## src/hdl/sha1_pkg.sv

```systemverilog
package sha1_pkg;

	// Block geometry
	localparam int BLOCK_BYTES = 64;
	localparam int SCHED_WORDS = 16;
	localparam int NUM_ROUNDS  = 80;
	localparam int NUM_WORDS   = 5;

	// Input kinds
	localparam logic FUNC_ABSORB = 1'b0;
	localparam logic FUNC_FINISH = 1'b1;

	// Padding constants
	localparam logic [7:0] PAD_BYTE = 8'h80;
	localparam logic [5:0] LEN_POS  = 6'd56;

	// Round constants
	localparam logic [31:0] K0 = 32'h5A827999;
	localparam logic [31:0] K1 = 32'h6ED9EBA1;
	localparam logic [31:0] K2 = 32'h8F1BBCDC;
	localparam logic [31:0] K3 = 32'hCA62C1D6;

	// Initial chaining values
	localparam logic [31:0] H_INIT [NUM_WORDS] = '{
		32'h67452301, 32'hEFCDAB89, 32'h98BADCFE, 32'h10325476, 32'hC3D2E1F0
	};

	// Working variables of the compression
	typedef struct packed {
		logic [31:0] a;
		logic [31:0] b;
		logic [31:0] c;
		logic [31:0] d;
		logic [31:0] e;
	} work_t;

	// Control of the block buffer / schedule line
	typedef struct packed {
		logic load;   // shift one byte in
		logic shift;  // advance the schedule by one word
	} sched_ctrl_t;

endpackage

```

## src/hdl/sha1_message_digest_unit.sv

```systemverilog
// Absorb item: a byte that completes a 64-byte block starts a compression that keeps the
// unit busy (80 rounds of the shared round unit plus one chaining add).
// Finish item: padding bytes one per cycle, one or two block compressions, then five
// digest items one per cycle, stalled by m_axis_tready. Input is not taken while busy.
// arst_n (asynchronous, active low) restores the initial chaining values and clears
// the byte count, fill index and sequencer; the block buffer is not reset.
module sha1_message_digest_unit (
	input  logic        clk,
	input  logic        arst_n,
	input  logic        s_axis_tvalid,
	output logic        s_axis_tready,
	input  logic [7:0]  s_axis_tdata,   // [7:0] data_byte
	input  logic        s_axis_tuser,   // [0] func
	output logic        m_axis_tvalid,
	input  logic        m_axis_tready,
	output logic [31:0] m_axis_tdata,   // [31:0] digest_word
	output logic [2:0]  m_axis_tuser,   // [2:0] word_index
	output logic        m_axis_tlast    // last_word
);

	localparam logic [2:0] ST_IDLE  = 3'd0;
	localparam logic [2:0] ST_PAD   = 3'd1;
	localparam logic [2:0] ST_ROUND = 3'd2;
	localparam logic [2:0] ST_ADD   = 3'd3;
	localparam logic [2:0] ST_OUT   = 3'd4;

	localparam logic [6:0] LAST_RND  = 7'(sha1_pkg::NUM_ROUNDS - 1);
	localparam logic [2:0] LAST_WORD = 3'(sha1_pkg::NUM_WORDS - 1);

	logic [2:0]            state_q;
	logic [5:0]            fill_q;
	logic [60:0]           count_q;
	logic [63:0]           len_q;
	logic                  len_ph_q;
	logic                  fin_q;
	logic [6:0]            rnd_q;
	logic [2:0]            idx_q;
	logic [31:0]           h_q [sha1_pkg::NUM_WORDS];
	sha1_pkg::work_t       work_q;
	sha1_pkg::work_t       work_nxt;
	sha1_pkg::sched_ctrl_t sctl;
	logic [31:0]           w;
	logic                  in_acc;
	logic                  push_en;
	logic                  wrap;
	logic                  len_byte;
	logic [7:0]            push_byte;
	logic                  out_load;

	assign s_axis_tready = (state_q == ST_IDLE);
	assign in_acc        = s_axis_tvalid & s_axis_tready;
	assign len_byte      = len_ph_q | (fill_q == sha1_pkg::LEN_POS);
	assign push_en       = in_acc | (state_q == ST_PAD);
	assign wrap          = push_en & (&fill_q);
	assign out_load      = (state_q == ST_OUT) & (~m_axis_tvalid | m_axis_tready);

	// Pick the byte to push: message, pad marker, zero fill or length
	always_comb begin
		if (state_q == ST_IDLE) begin
			push_byte = (s_axis_tuser == sha1_pkg::FUNC_FINISH) ? sha1_pkg::PAD_BYTE
			                                                     : s_axis_tdata;
		end else begin
			push_byte = len_byte ? len_q[63:56] : 8'h00;
		end
	end

	assign sctl.load  = push_en;
	assign sctl.shift = (state_q == ST_ROUND);

	sha1_sched u_sched (
		.clk     (clk),
		.ctrl    (sctl),
		.byte_in (push_byte),
		.w       (w)
	);

	sha1_round u_round (
		.cur (work_q),
		.w   (w),
		.rnd (rnd_q),
		.nxt (work_nxt)
	);

	// Working variables: load from chain on block start, advance per round
	always_ff @(posedge clk) begin
		if (wrap) begin
			work_q <= {h_q[0], h_q[1], h_q[2], h_q[3], h_q[4]};
		end else if (state_q == ST_ROUND) begin
			work_q <= work_nxt;
		end
	end

	// Sequencer, counters and chaining words
	always_ff @(posedge clk or negedge arst_n) begin
		if (!arst_n) begin
			state_q  <= ST_IDLE;
			fill_q   <= '0;
			count_q  <= '0;
			len_ph_q <= 1'b0;
			fin_q    <= 1'b0;
			rnd_q    <= '0;
			idx_q    <= '0;
			for (int i = 0; i < sha1_pkg::NUM_WORDS; i++) begin
				h_q[i] <= sha1_pkg::H_INIT[i];
			end
		end else begin
			if (push_en) begin
				fill_q <= fill_q + 6'd1;
			end
			unique case (state_q)
				ST_IDLE: begin
					if (in_acc) begin
						if (s_axis_tuser == sha1_pkg::FUNC_ABSORB) begin
							count_q <= count_q + 61'd1;
						end else begin
							fin_q    <= 1'b1;
							len_ph_q <= 1'b0;
						end
						if (wrap) begin
							rnd_q   <= '0;
							state_q <= ST_ROUND;
						end else if (s_axis_tuser == sha1_pkg::FUNC_FINISH) begin
							state_q <= ST_PAD;
						end
					end
				end
				ST_PAD: begin
					if (len_byte) begin
						len_ph_q <= 1'b1;
					end
					if (wrap) begin
						rnd_q   <= '0;
						state_q <= ST_ROUND;
					end
				end
				ST_ROUND: begin
					rnd_q <= rnd_q + 7'd1;
					if (rnd_q == LAST_RND) begin
						state_q <= ST_ADD;
					end
				end
				ST_ADD: begin
					h_q[0] <= h_q[0] + work_q.a;
					h_q[1] <= h_q[1] + work_q.b;
					h_q[2] <= h_q[2] + work_q.c;
					h_q[3] <= h_q[3] + work_q.d;
					h_q[4] <= h_q[4] + work_q.e;
					priority if (fin_q && len_ph_q) begin
						idx_q   <= '0;
						state_q <= ST_OUT;
					end else if (fin_q) begin
						state_q <= ST_PAD;
					end else begin
						state_q <= ST_IDLE;
					end
				end
				ST_OUT: begin
					if (out_load) begin
						if (idx_q == LAST_WORD) begin
							idx_q    <= '0;
							count_q  <= '0;
							fin_q    <= 1'b0;
							len_ph_q <= 1'b0;
							for (int i = 0; i < sha1_pkg::NUM_WORDS; i++) begin
								h_q[i] <= sha1_pkg::H_INIT[i];
							end
							state_q <= ST_IDLE;
						end else begin
							idx_q <= idx_q + 3'd1;
						end
					end
				end
				default: begin
					state_q <= ST_IDLE;
				end
			endcase
		end
	end

	// Length field: capture bit count on finish, shift out one byte per length push
	always_ff @(posedge clk) begin
		if (in_acc && s_axis_tuser == sha1_pkg::FUNC_FINISH) begin
			len_q <= {count_q, 3'b000};
		end else if (state_q == ST_PAD && len_byte) begin
			len_q <= {len_q[55:0], 8'h00};
		end
	end

	// Output register: hold a word until taken
	always_ff @(posedge clk or negedge arst_n) begin
		if (!arst_n) begin
			m_axis_tvalid <= 1'b0;
		end else if (out_load) begin
			m_axis_tvalid <= 1'b1;
		end else if (m_axis_tready) begin
			m_axis_tvalid <= 1'b0;
		end
	end

	always_ff @(posedge clk) begin
		if (out_load) begin
			m_axis_tdata <= h_q[idx_q];
			m_axis_tuser <= idx_q;
			m_axis_tlast <= (idx_q == LAST_WORD);
		end
	end

endmodule

```

## src/hdl/sha1_round.sv

```systemverilog
module sha1_round (
	input  sha1_pkg::work_t cur,
	input  logic [31:0]     w,
	input  logic [6:0]      rnd,
	output sha1_pkg::work_t nxt
);

	logic [31:0] f;
	logic [31:0] k;

	// Select round function and constant by round group
	always_comb begin
		priority if (rnd < 7'd20) begin
			f = (cur.b & cur.c) | (~cur.b & cur.d);
			k = sha1_pkg::K0;
		end else if (rnd < 7'd40) begin
			f = cur.b ^ cur.c ^ cur.d;
			k = sha1_pkg::K1;
		end else if (rnd < 7'd60) begin
			f = (cur.b & cur.c) | (cur.b & cur.d) | (cur.c & cur.d);
			k = sha1_pkg::K2;
		end else begin
			f = cur.b ^ cur.c ^ cur.d;
			k = sha1_pkg::K3;
		end
	end

	// One round: new a, rotate the rest down
	always_comb begin
		nxt.a = {cur.a[26:0], cur.a[31:27]} + f + cur.e + k + w;
		nxt.b = cur.a;
		nxt.c = {cur.b[1:0], cur.b[31:2]};
		nxt.d = cur.c;
		nxt.e = cur.d;
	end

endmodule

```

## src/hdl/sha1_sched.sv

```systemverilog
module sha1_sched (
	input  logic                  clk,
	input  sha1_pkg::sched_ctrl_t ctrl,
	input  logic [7:0]            byte_in,
	output logic [31:0]           w
);

	localparam int BUF_W = sha1_pkg::BLOCK_BYTES * 8;

	// Block buffer, byte 0 ends up in the top bits; word 0 is the current schedule word
	logic [BUF_W-1:0] buf_q;
	logic [31:0]      w2;
	logic [31:0]      w8;
	logic [31:0]      w13;
	logic [31:0]      mix;

	assign w   = buf_q[BUF_W-1 -: 32];
	assign w2  = buf_q[BUF_W-1-2*32 -: 32];
	assign w8  = buf_q[BUF_W-1-8*32 -: 32];
	assign w13 = buf_q[BUF_W-1-13*32 -: 32];
	assign mix = w13 ^ w8 ^ w2 ^ w;

	// Load bytes, or expand the schedule one word per round
	always_ff @(posedge clk) begin
		if (ctrl.load) begin
			buf_q <= {buf_q[BUF_W-9:0], byte_in};
		end else if (ctrl.shift) begin
			buf_q <= {buf_q[BUF_W-33:0], mix[30:0], mix[31]};
		end
	end

endmodule

```

## config.mk

```make
export PLATFORM = sky130hd
export DESIGN_NAME = sha1_message_digest_unit
export DESIGN_NICKNAME = d
export VERILOG_FILES = /design/src/hdl/sha1_pkg.sv /design/src/hdl/sha1_message_digest_unit.sv /design/src/hdl/sha1_round.sv /design/src/hdl/sha1_sched.sv
export SDC_FILE = /design/constraint.sdc
export NUM_CORES = 2
export LEC_CHECK = 0
export ABC_CLOCK_PERIOD_IN_PS = 12860
export BUFFER_PORTS_ARGS = -buffer_cell sky130_fd_sc_hd__buf_4
export CORE_UTILIZATION = 45
export DETAILED_ROUTE_END_ITERATION = 10
export HOLD_SLACK_MARGIN = 0.12
export SLEW_MARGIN = 10
export SYNTH_ARGS = -nofsm -noshare
export SYNTH_HDL_FRONTEND = slang
export SYNTH_SLANG_ARGS = --single-unit
```

## constraint.sdc

```tcl
create_clock -name clk -period 12.86 [get_ports clk]
set_input_delay 1.929 -clock clk [delete_from_list [all_inputs] [get_ports clk]]
set_output_delay 1.929 -clock clk [all_outputs]
set_load 0.01 [all_outputs]
```

==> results by group <==
Outcome
  • Run status: complete, no violations

Run
  • Max_cap viols: 0

Synthesis
  • Syn nets: 6098
  • Yosys reg bits: 1012
  • Predominant post-synthesis flop cell: edfxtp_1
  • Synth cell types: 96
  • Area leader, netlist: edfxtp_1
  • EDFF count, synth: 769
  • Post-Syn Instances: between 5000 and 6000
  • Seq/Total Area, Yosys: 51.7%
  • Synth top area share: 40.8%
  • Avg Inst Size Synth: 9.82 sq um
  • Ys async rst share: between 20% and 30%
  • Ys Warns: 0
  • Top cells by area, synth: edfxtp_1, nand2_1, dfrtp_1
  • Cell Area, Synth: 0.0566 sq mm

Clock tree
  • H-tree depth: 3
  • Clock buffer depth: 3
  • CTS resizes: 0
  • Clock Latency Late Sink: around 0.77 ns
  • Num CTS Buffers: ~120
  • Worst-path clk slew: 0.06 ns
  • CTS sink cnt: 1012
  • Hold buffers post-CTS: 0
  • Post-CTS setup buffers: 0
  • CTS tree: built
  • Root buf cell: clkbuf_16

Drt
  • DR iter-0 viols: 3744
  • Pre-antenna DRT Iters: 5
  • Antenna-violating nets left: 0
  • DRC viols: 0
  • Routed WL per cell: 20.0 um
  • DR vias/cell: around 5.5
  • Vias: slightly above 40000
  • WL final: 149 mm

Die
  • Die Y-Extent: 357 um
  • Initial Util: 45.5%
  • Die width: around 360 um
  • Die Footprint: 0.127 sq mm
  • Row Count: 129
  • Top Ports: 51
  • Core Region: 0.124 sq mm

STA
  • Sum Neg Setup Slack: 0 ns
  • Fin crit period: 7.05 ns
  • Tcrit/Tclk final: between 50 and 60%
  • Final-report hold violation count: 0
  • Final setup vio count: 0
  • Slew @ Worst Pin: 1.20 ns
  • Worst hold slack: 0.475 ns
  • Fmax: between 0.1 and 0.15 GHz
  • RSZ-0062 raised after global routing: no
  • Relative slew margins: 20.2%
  • Slew Limit Fails: 0
  • Max Clock Skew: 0.0702 ns

Power and ir drop
  • Internal power: 10.9 mW
  • Lkg Pwr: 27.3 nW
  • Net Sw Frac: 40.1%
  • Clock network fraction of total power: 18.9%
  • Logic pwr share: between 40% and 50%
  • Power Density: 291 mW/mm^2
  • Worst vdd ir: around 0.18 mV
  • NetSw: 7.31 mW
  • Part of the power in registers: 36.6%

Global routing
  • Vias in the first global route: 39600
  • Gr usage total: 23.4%
  • GRT overflow: 0
  • First-pass GRT wire length: between 200 and 250 mm
  • Initial antenna violation count: 1
  • Largest net degree at the start of global routing: 244

Finish
  • Antenna Cells: 0
  • Multi-input gate area: 0.0253 sq mm
  • Share of cells above drive strength 1: 8.47%
  • Register area: around 0.029 sq mm
  • Filler cells: 11500
  • Nets: 6066
  • Layout area overhead: 10.5%

Worst setup path
  • Kind of critical path: reg -> reg
  • Internal reg-to-reg setup slack: a little under 6 ns
  • Critical R2R Capture: work_q[159]
  • Crit path from: rnd_q[5]
  • Max FO, Critical Path: 21
  • R2R cell count: 21
  • CP endpoint: work_q[159]
  • Crit path required time: 13.32 ns
  • Worst r2r src: rnd_q[5]
  • Worst Path Arrival: between 7 and 8 ns
  • Critical Path End Type: flop
  • Startpoint types: flop

Placement
  • Port buffer count: 50
  • Gp weighted congestion: 0.950
  • Detailed Place HPWL: 102 mm

Worst hold path
  • Hold Crit Class: reg -> reg
how the worst min path moves through the flow:
stage                                   from                  to  slack (ns)  cells past startpoint
final                     u_sched.buf_q[468]  u_sched.buf_q[476]        0.48                      2
after global routing      u_sched.buf_q[468]  u_sched.buf_q[476]        0.49                      2
after CTS                 u_sched.buf_q[468]  u_sched.buf_q[476]        0.47                      2
after detailed placement            idx_q[0]     m_axis_tuser[0]        0.49                      0
after global placement              idx_q[0]     m_axis_tuser[0]        0.48                      0
after floorplan                     idx_q[1]     m_axis_tuser[1]        0.45                      0
cells in the final DEF, fill, tap and decap left out, types with 117 or more instances in the layout:
| cell type | count |
|---|---|
| nand2_1 | 1966 |
| edfxtp_1 | 769 |
| inv_1 | 318 |
| o21ai_0 | 291 |
| nor2_1 | 271 |
| a21oi_1 | 238 |
| ha_1 | 207 |
| xnor2_1 | 186 |
| dfrtp_1 | 162 |
| xor2_1 | 135 |
| clkbuf_16 | 118 |
| fa_1 | 117 |
registers in the layout (all words and copies together), names as in the netlist, 6 cells and up:
name,flops
h_q,160
rnd_q,7
u_sched.buf_q,512
count_q,61
m_axis_tdata,32
fill_q,6
work_q,160
len_q,61
area by class of cell:
| type | count | share of cell area [%] |
|---|---|---|
| Sequential cell | 1012 | 46.8 |
| Multi-Input combinational cell | 4189 | 40.4 |
| Clock buffer | 164 | 5.29 |
| Tap cell | 1637 | 3.27 |
| Inverter | 319 | 1.91 |
| Timing Repair Buffer | 92 | 1.18 |
| Clock inverter | 56 | 1.12 |
critical path: stages (launching register included):
cell and delay, ns:
dfrtp_1 0.45, a41oi_2 0.55, nand2_1 0.77, nand2_1 0.98, inv_1 0.09, buf_4 0.27, a221oi_1 0.32, fa_1 0.47
inv_1 0.07, ha_1 0.15, inv_1 0.05, fa_1 0.41, nor2b_1 0.13, o21ai_1 0.11, a211oi_2 0.27, o2111ai_1 0.22
a21oi_1 0.33, o41ai_2 0.18, o311a_1 0.35, nor3_1 0.24, xnor2_1 0.09, mux2_2 0.25
through the flow:
| stage | setup slack [ns] | power (mW) | cell area [sq um] | util (%) | cells |
|---|---|---|---|---|---|
| finish | 5.81 | 18.2 | 62500 | 50.3 | 7469 |
| global route | 5.39 | 19.6 | 62500 | 50.3 | 7469 |
| CTS | 5.84 | 18.3 | 62500 | 50.3 | 7469 |
| detailed placement | 5.92 | 14.8 | 58500 | 47.1 | 7249 |
| global placement | 6.08 | 14.6 | 58500 | 47.1 | 7249 |
| floorplan | 3.44 | 12.7 | 56600 | - | 5761 |
cells by family after synthesis:
kind of cell / share of synthesized area, %
XOR/XNOR: 4.97
buffers and inverters: 3.73
AND/OR/NAND/NOR: 18.3
flip-flops: 51.7
AO/OA/AOI/OAI: 9.66
multiplexers: 2.93
adder cells (fa/ha/maj): 8.72
cells in the mapped netlist, types with 24 or more instances:
master    count
xor2_1      135
nand3_1      63
a21o_1       89
nor2_1      273
edfxtp_1    769
a21oi_1     238
nor2b_1      27
a221oi_1     27
mux2i_1      32
nand4_1      25
fa_1        117
inv_1       318
mux4_2       32
dfrtp_1     163
clkbuf_1    219
and3_1       24
o21ai_0     291
xnor2_1     186
nor3_1       38
nand2_1    1968
or3_1        24
nand2b_1     24
dfstp_2      80
ha_1        207
mux2_2       55
power by group through the flow:
stage / clock [mW] / sequential [mW] / combinational (mW)
5_1_grt: 3.64 / 6.82 / 9.14
6_report: 3.44 / 6.67 / 8.11
2_1_floorplan: 0 / 6.42 / 6.29
3_5_place_dp: 0 / 6.70 / 8.08
3_3_place_gp: 0 / 6.69 / 7.91
4_1_cts: 3.51 / 6.66 / 8.12
per-layer routing:
| layer | up-vias | wire [um] | GRT usage (%) |
|---|---|---|---|
| li1 | 19500 | - | - |
| met1 | 20200 | 66900 | 32.6 |
| met2 | 1021 | 70200 | 37.7 |
| met3 | 199 | 7810 | 3.05 |
| met4 | 0 | 4310 | 7.79 |
| met5 | - | 0 | 0 |
Note: power is estimated with default switching activity, not from simulation.
